===== config.mk =====
export PLATFORM = sky130hd
export DESIGN_NAME = atte_fifo
export DESIGN_NICKNAME = d
export VERILOG_FILES = /design/src/hdl/ansi_text_terminal_engine_macros.svh /design/src/hdl/atte_pkg.sv /design/src/hdl/atte_fifo.sv
export SDC_FILE = /design/constraint.sdc
export NUM_CORES = 1
export LEC_CHECK = 0
export BUFFER_PORTS_ARGS = -buffer_cell sky130_fd_sc_hd__buf_2
export CORE_ASPECT_RATIO = 0.5
export CORE_MARGIN = 10
export CORE_UTILIZATION = 34
export CTS_CLUSTER_SIZE = 30
export DETAILED_ROUTE_END_ITERATION = 7
export PLACE_DENSITY = 0.56
export SLEW_MARGIN = 20
export SYNTH_ARGS = -nofsm -noshare
export SYNTH_HDL_FRONTEND = slang
export SYNTH_SLANG_ARGS = --single-unit

===== constraint.sdc =====
create_clock -name clk_i -period 2.85 [get_ports clk_i]
set_input_delay 0.1425 -clock clk_i [delete_from_list [all_inputs] [get_ports clk_i]]
set_output_delay 0.1425 -clock clk_i [all_outputs]
set_load 0.01 [all_outputs]

===== src/hdl/ansi_text_terminal_engine_macros.svh =====
// assertion macros shared by the terminal engine
`ifndef ANSI_TEXT_TERMINAL_ENGINE_MACROS_SVH
`define ANSI_TEXT_TERMINAL_ENGINE_MACROS_SVH

// property that holds in every cycle out of reset
`define ATTE_ASSERT(lbl, prop) \
  lbl: assert property (@(posedge clk_i) disable iff (!rst_ni) (prop)) \
    else $error("assertion failed");

// condition that implies a consequence in the next cycle
`define ATTE_ASSERT_NEXT(lbl, cond, cons) \
  lbl: assert property (@(posedge clk_i) disable iff (!rst_ni) (cond) |=> (cons)) \
    else $error("assertion failed");

`endif


===== src/hdl/atte_pkg.sv =====
`timescale 1ns / 1ps
package atte_pkg;

  localparam int SES_W = 3;
  localparam int ROW_W = 5;
  localparam int COL_W = 7;
  localparam int QUEUE_DEPTH = 2;

  localparam logic [7:0] ESC_BYTE = 8'h1B;
  localparam logic [7:0] BLANK = 8'h20;
  localparam logic [7:0] DEFAULT_ATTR = 8'h07;
  localparam logic [7:0] CH_LF = 8'h0A;
  localparam logic [7:0] CH_CR = 8'h0D;
  localparam logic [7:0] CH_BS = 8'h08;
  localparam logic [7:0] CH_TAB = 8'h09;
  localparam logic [7:0] CH_LBRACKET = 8'h5B;
  localparam logic [7:0] CH_ZERO = 8'h30;
  localparam logic [7:0] CH_NINE = 8'h39;
  localparam logic [7:0] CH_FINAL_LO = 8'h40;
  localparam logic [7:0] CH_FINAL_HI = 8'h7E;
  localparam logic [7:0] CH_PRINT_LO = 8'h20;
  localparam logic [7:0] CH_HOME = 8'h48;
  localparam logic [7:0] CH_CLEAR = 8'h4A;
  localparam logic [7:0] CH_SGR = 8'h6D;
  localparam logic [7:0] CH_UP = 8'h41;
  localparam logic [7:0] CH_DOWN = 8'h42;
  localparam logic [7:0] CH_RIGHT = 8'h43;
  localparam logic [7:0] CH_LEFT = 8'h44;

  localparam logic [3:0] COUNT_MAX = 4'd15;
  localparam logic [9:0] NUM_MAX = 10'd999;
  localparam logic [3:0] FG_DEFAULT = 4'd7;
  localparam logic [9:0] SGR_BOLD = 10'd1;
  localparam logic [9:0] SGR_FG_LO = 10'd30;
  localparam logic [9:0] SGR_FG_HI = 10'd37;
  localparam logic [9:0] SGR_BG_LO = 10'd40;
  localparam logic [9:0] SGR_BG_HI = 10'd47;
  localparam logic [9:0] SGR_BRIGHT_LO = 10'd90;
  localparam logic [9:0] SGR_BRIGHT_HI = 10'd97;
  localparam logic [9:0] SGR_BRIGHT_OFS = 10'd82;

  typedef enum logic [1:0] {
    KIND_IGNORE   = 2'd0,
    KIND_READ     = 2'd1,
    KIND_READ_OOR = 2'd2,
    KIND_WRITE    = 2'd3
  } kind_e;

  typedef struct packed {
    kind_e            kind;
    logic [SES_W-1:0] session;
    logic [7:0]       data;
    logic [ROW_W-1:0] row;
    logic [COL_W-1:0] col;
  } item_t;

  typedef struct packed {
    logic  valid;
    item_t item;
  } queue_push_t;

  typedef struct packed {
    logic pop;
    logic init_busy;
  } back_ctl_t;

  typedef struct packed {
    logic             ignored;
    logic             in_escape;
    logic             did_clear;
    logic             did_scroll;
    logic [COL_W-1:0] cur_col;
    logic [ROW_W-1:0] cur_row;
    logic [7:0]       cell_attr;
    logic [7:0]       cell_char;
  } result_t;

endpackage


===== src/hdl/atte_fifo.sv =====
`timescale 1ns / 1ps
module atte_fifo (
  input  logic                  clk_i,
  input  logic                  rst_ni,
  input  atte_pkg::queue_push_t push_i,
  output logic                  full_o,
  input  atte_pkg::back_ctl_t   ctl_i,
  output logic                  valid_o,
  output atte_pkg::item_t       item_o
);

  localparam int PW = (atte_pkg::QUEUE_DEPTH > 1) ? $clog2(atte_pkg::QUEUE_DEPTH) : 1;
  localparam int CW = $clog2(atte_pkg::QUEUE_DEPTH + 1);

  atte_pkg::item_t slot_q [atte_pkg::QUEUE_DEPTH];
  logic [PW-1:0] wr_q, wr_d, rd_q, rd_d;
  logic [CW-1:0] cnt_q, cnt_d;
  logic push, pop;

  assign full_o  = cnt_q == CW'(atte_pkg::QUEUE_DEPTH);
  assign valid_o = cnt_q != '0;
  assign item_o  = slot_q[rd_q];
  assign push    = push_i.valid && !full_o;
  assign pop     = ctl_i.pop && valid_o;

  always_comb begin
    wr_d  = wr_q;
    rd_d  = rd_q;
    cnt_d = cnt_q;
    if (push) begin
      wr_d = (wr_q == PW'(atte_pkg::QUEUE_DEPTH - 1)) ? '0 : wr_q + 1'b1;
    end
    if (pop) begin
      rd_d = (rd_q == PW'(atte_pkg::QUEUE_DEPTH - 1)) ? '0 : rd_q + 1'b1;
    end
    if (push && !pop) begin
      cnt_d = cnt_q + 1'b1;
    end else if (pop && !push) begin
      cnt_d = cnt_q - 1'b1;
    end
  end

  always_ff @(posedge clk_i or negedge rst_ni) begin
    if (!rst_ni) begin
      wr_q  <= '0;
      rd_q  <= '0;
      cnt_q <= '0;
    end else begin
      wr_q  <= wr_d;
      rd_q  <= rd_d;
      cnt_q <= cnt_d;
    end
  end

  always_ff @(posedge clk_i) begin
    if (push) begin
      slot_q[wr_q] <= push_i.item;
    end
  end

endmodule


# --- After elaboration in Yosys (flattened, before gate mapping) ---
# Memories as Yosys holds them, arrays and structs flattened.
# Cells that the tools add are included.
totals:
  register_bits: 4
  ram_bits: 50
  inputBits: 30
  out_inout_bits: 27
  elab_cells: 24
  n_memories: 1
classes:
  add_sub_neg: 4
  eq_ne: 1
  n_mux: 6
  reduce_logical: 9
memory_table:
  columns: ["memory", "words", "word_bits", "rd", "rd_ports_with_merged_regs", "write_ports", "line_no", "source"]
  rows:
  - ["slot_q", 2, 25, 1, 0, 1, "atte_fifo.sv:15", "atte_pkg::item_t slot_q [atte_pkg::QUEUE_DEPTH];"]
op_table:
  columns: ["operator", "n"]
  rows:
  - ["$logic_and A1 B1 Y1", 4]
  - ["$mux W1", 4]
  - ["$mux W2", 2]
  - ["$reduce_bool A2 Y1", 2]
  - ["$logic_not A1 Y1", 3]
  - ["$add A1 B1 Y1 const B", 2]
  - ["$add A2 B1 Y2 const B", 1]
  - ["$eq A2 B2 Y1 const B", 1]
  - ["$sub A2 B1 Y2 const B", 1]

# --- Depth between registers and ports, before layout ---
depth:
  ltp_word: 7
  depth_mapped: 7
  depth_no_buf: 7

# --- Worst setup path before layout ---
# OpenSTA, ideal clock, no wires.
synth_path:
  path_kind: "register to register"
  start: "reg cnt_q[0]"
  end: "mem slot_q[0][0] (netlist bit), enable pin"
  t_arrival_ns: 1.689
  required_ns: 2.443
  slack_ns: 0.755
  stages_incl_launch_ff: 4
  synth_period_minus_slack_ns: 2.095
  cell_sequence: "dfrtp_1 > nand2b_1 > nand2_1 > nor2_1"
synth_between:
  elab_chain_cells: 5
synth_lines:
  columns: ["item", "line_no", "source"]
  rows:
  - ["from (decl)", "atte_fifo.sv:17", "logic [CW-1:0] cnt_q, cnt_d;"]
  - ["from (signal assigned)", "atte_fifo.sv:51", "cnt_q <= cnt_d;"]
  - ["$eq A2 B2 Y1", "atte_fifo.sv:20", "assign full_o = cnt_q == CW'(atte_pkg::QUEUE_DEPTH);"]
  - ["$logic_not A1 Y1", "atte_fifo.sv:23", "assign push = push_i.valid && !full_o;"]
  - ["$logic_and A1 B1 Y1", "atte_fifo.sv:23", null]
  - ["$mux W1", "atte_fifo.sv:56", "if (push) begin"]
  - ["$mux W1 (not written as such)", "atte_fifo.sv:57", "slot_q[wr_q] <= push_i.item;"]
  - ["to (decl)", "atte_fifo.sv:15", null]
# No other way between the ends.

==> reports/summary.txt <==
Status -> finished, final reports clean
Hold Path Class -> in -> reg
Post-Syn Instances -> 97
CTS H-tree lvls -> 2
# rows -> 20
Flop-to-flop setup slack -> 1360 ps
Routed Antenna Nets -> 0
Starting Density -> 34.9%
Peak supply drop -> 300 µV
Worst skew pair latency -> 280 ps
Worst path required time -> 2710 ps
Post-route DRC violation count -> 0
Mapped Area -> 2110 µm²
PortBufs -> 55
First-pass GRT wire length -> 5760 µm
Power density over cell area -> 1030 nW/µm²
Post-synth cell types -> 16
Sw Ratio -> 27.8%
Critical Path Start -> rd_q$_DFFE_PN0P_
Via Count -> 1025
Die W -> 131 µm
Filler cells -> 531
Worst slew pin tran -> 468 ps
GR Overflow Total -> 0
Switching power -> 759 µW
Final worst path period share -> 65.2%
Drt wl/cell -> 14.8 µm
Number of DRC markers in iteration 0 -> 40
Setup CP Type -> reg -> out
CTS root buf -> clkbuf_16
Synth area leader -> edfxtp_1
Routability cong. -> 0.697
Power Internal -> 1970 µW
Grt met3 use -> 2.50%
Total Routed Length -> 3730 µm
Nets -> 194
Seq cells post-synth -> 54
Logic pwr share -> 32.4%
M2 GR Usage -> 14.0%
Final Hold Viols -> 0
Largest net degree at the start of global routing -> 16
Met1 GRT Util -> 7.85%
Clock share of power -> 24.5%
Net Count, Synth -> 128
Setup crit start kind -> flop
Sequential share of the synthesized area -> 76.1%
IO Count -> 57
Core Area -> 6030 µm²
CP endpoint -> item_o[10]
Clock buffer count from CTS -> 5
Unrepaired setup endpoints after global routing -> no
GRT busiest layer -> met2
Mean Syn Cell Area -> 21.7 µm²
Top cell type's share of synthesized area -> 71.3%
Max cap viols -> 0
Fin. max-slew vios -> 0
Setup TNS -> 0 ps
Clk_skew -> 4.80 ps
Clock Path Buffers -> 2
Drt first pass iters -> 4
Resize count post-CTS -> 0
Clock sinks -> 54
Worst setup EP type -> output pin
Crit Reg-Reg Startpoint -> cnt_q[0]$_DFFE_PN0P_
Area of the multi-input gates -> 448 µm²
FF-to-FF End -> cnt_q[1]$_DFFE_PN0P_
CTS tree -> yes
GR Util All Layers -> 7.56%
Synth top area cells -> edfxtp_1, mux2_4, dfrtp_1, mux2_2, buf_12
Crit path DAT -> 1720 ps
Share of cells above drive strength 1 -> 57.3%
Max Freq -> 0.538 GHz
Die height -> 75.7 µm
Leakage -> 0.00108 µW
Worst Reg-to-Reg Cells -> 7
Crit Path Max Fanout -> 10
Synth warnings -> 0
Register share of total power -> 43.1%
# setup viols final -> 0
Vias per inst -> 4.07
Die area -> 9930 µm²
Initial antenna violation count -> 0
Area growth, synth to finish -> 26.3%
Design Power -> 2730 µW
Antenna diode count -> 0
Reg clk slew, reported paths -> 70 ps
Fin crit period -> 1860 ps
Max_slew headroom -> 68.8%
Vias in the first global route -> 1147
Register area -> 1600 µm²
==> per-layer routing <==
layer	vias to the layer above	share of wire [%]
met5	-	0
met4	0	1.2
met3	5	3.6
met2	21	56
met1	500	40
li1	499	-
==> area by class of cell <==
class | instances | area share, %
Multi-Input combinational cell | 38 | 16.8
Clock inverter | 1 | 1.13
Clock buffer | 7 | 4.99
Timing Repair Buffer | 62 | 12.4
Tap cell | 88 | 4.14
Sequential cell | 54 | 60.2
Inverter | 2 | 0.282
==> metrics by stage <==
stage          instance area (µm²)  worst slack, ps  cells  utilization, %  hold WS [ps]
2_1_floorplan                 2110              755     97               -          -153
3_3_place_gp                  2490             1270    243            41.2         -50.1
3_5_place_dp                  2490             1270    243            41.2         -48.0
4_1_cts                       2660              948    252            44.1          36.9
5_1_grt                       2660              878    252            44.1          31.2
6_report                      2660              992    252            44.1          41.0
==> flip-flops by register name (all words and copies together), names as in the netlist <==
name,count
slot_q,50
cnt_q,2
rd_q,1
wr_q,1
==> power groups by stage <==
stage	Combinational [µW]	Sequential [µW]	Clock (µW)
after floorplan	681	1150	0
after global placement	905	1180	0
final	885	1180	668
after global routing	964	1200	722
after detailed placement	913	1200	0
after CTS	918	1180	681
==> worst min path at each step <==
stage	to	from	depth (start not counted)	slack (ps)
after detailed placement	wr_q$_DFFE_PN0N_	rst_ni	1	-50
final	slot_q[1][3]$_DFFE_PP_	push_i[3]	1	40
after CTS	slot_q[1][2]$_DFFE_PP_	push_i[2]	1	40
after global routing	slot_q[1][24]$_DFFE_PP_	push_i[24]	1	30
after global placement	cnt_q[1]$_DFFE_PN0P_	rst_ni	1	-50
after floorplan	cnt_q[0]$_DFFE_PN0P_	rst_ni	0	-150
==> worst max-delay path: stages, from the launching register on <==
cell     delay [ps]
dfrtp_1         630
buf_4           300
mux2_2          350
buf_2           140
==> repair_timing <==
action,4_1_cts,5_1_grt
hold endpoints to repair,4,0
setup buffers,0,0
hold buffers,1,0
==> cell usage after synthesis (all sizes together) <==
library cell,number
nand2b,1
or2,1
buf,3
nand2,2
inv,2
and3,1
xor2,2
ha,1
edfxtp,50
mux2,25
nor2,2
xnor2,3
dfrtp,4
==> placed cells by master (no fill, tap or decap), types with 2 or more instances in the layout <==
cell type,n
buf_2,55
buf_4,6
clkbuf_1,2
clkbuf_16,5
dfrtp_1,4
edfxtp_1,50
inv_1,2
mux2_2,6
mux2_4,19
xnor2_1,3
xor2_1,2
==> cells by family after synthesis <==
kind of cell | Yosys count | share of synthesized area, %
muxes | 25 | 16.8
and+or+nand+nor | 7 | 1.72
buffers and inverters | 5 | 2.79
adders and majority gates | 1 | 0.594
xor gates and xnor gates | 5 | 2.08
DFF | 54 | 76.1
Note: power is estimated with default switching activity, not from simulation.
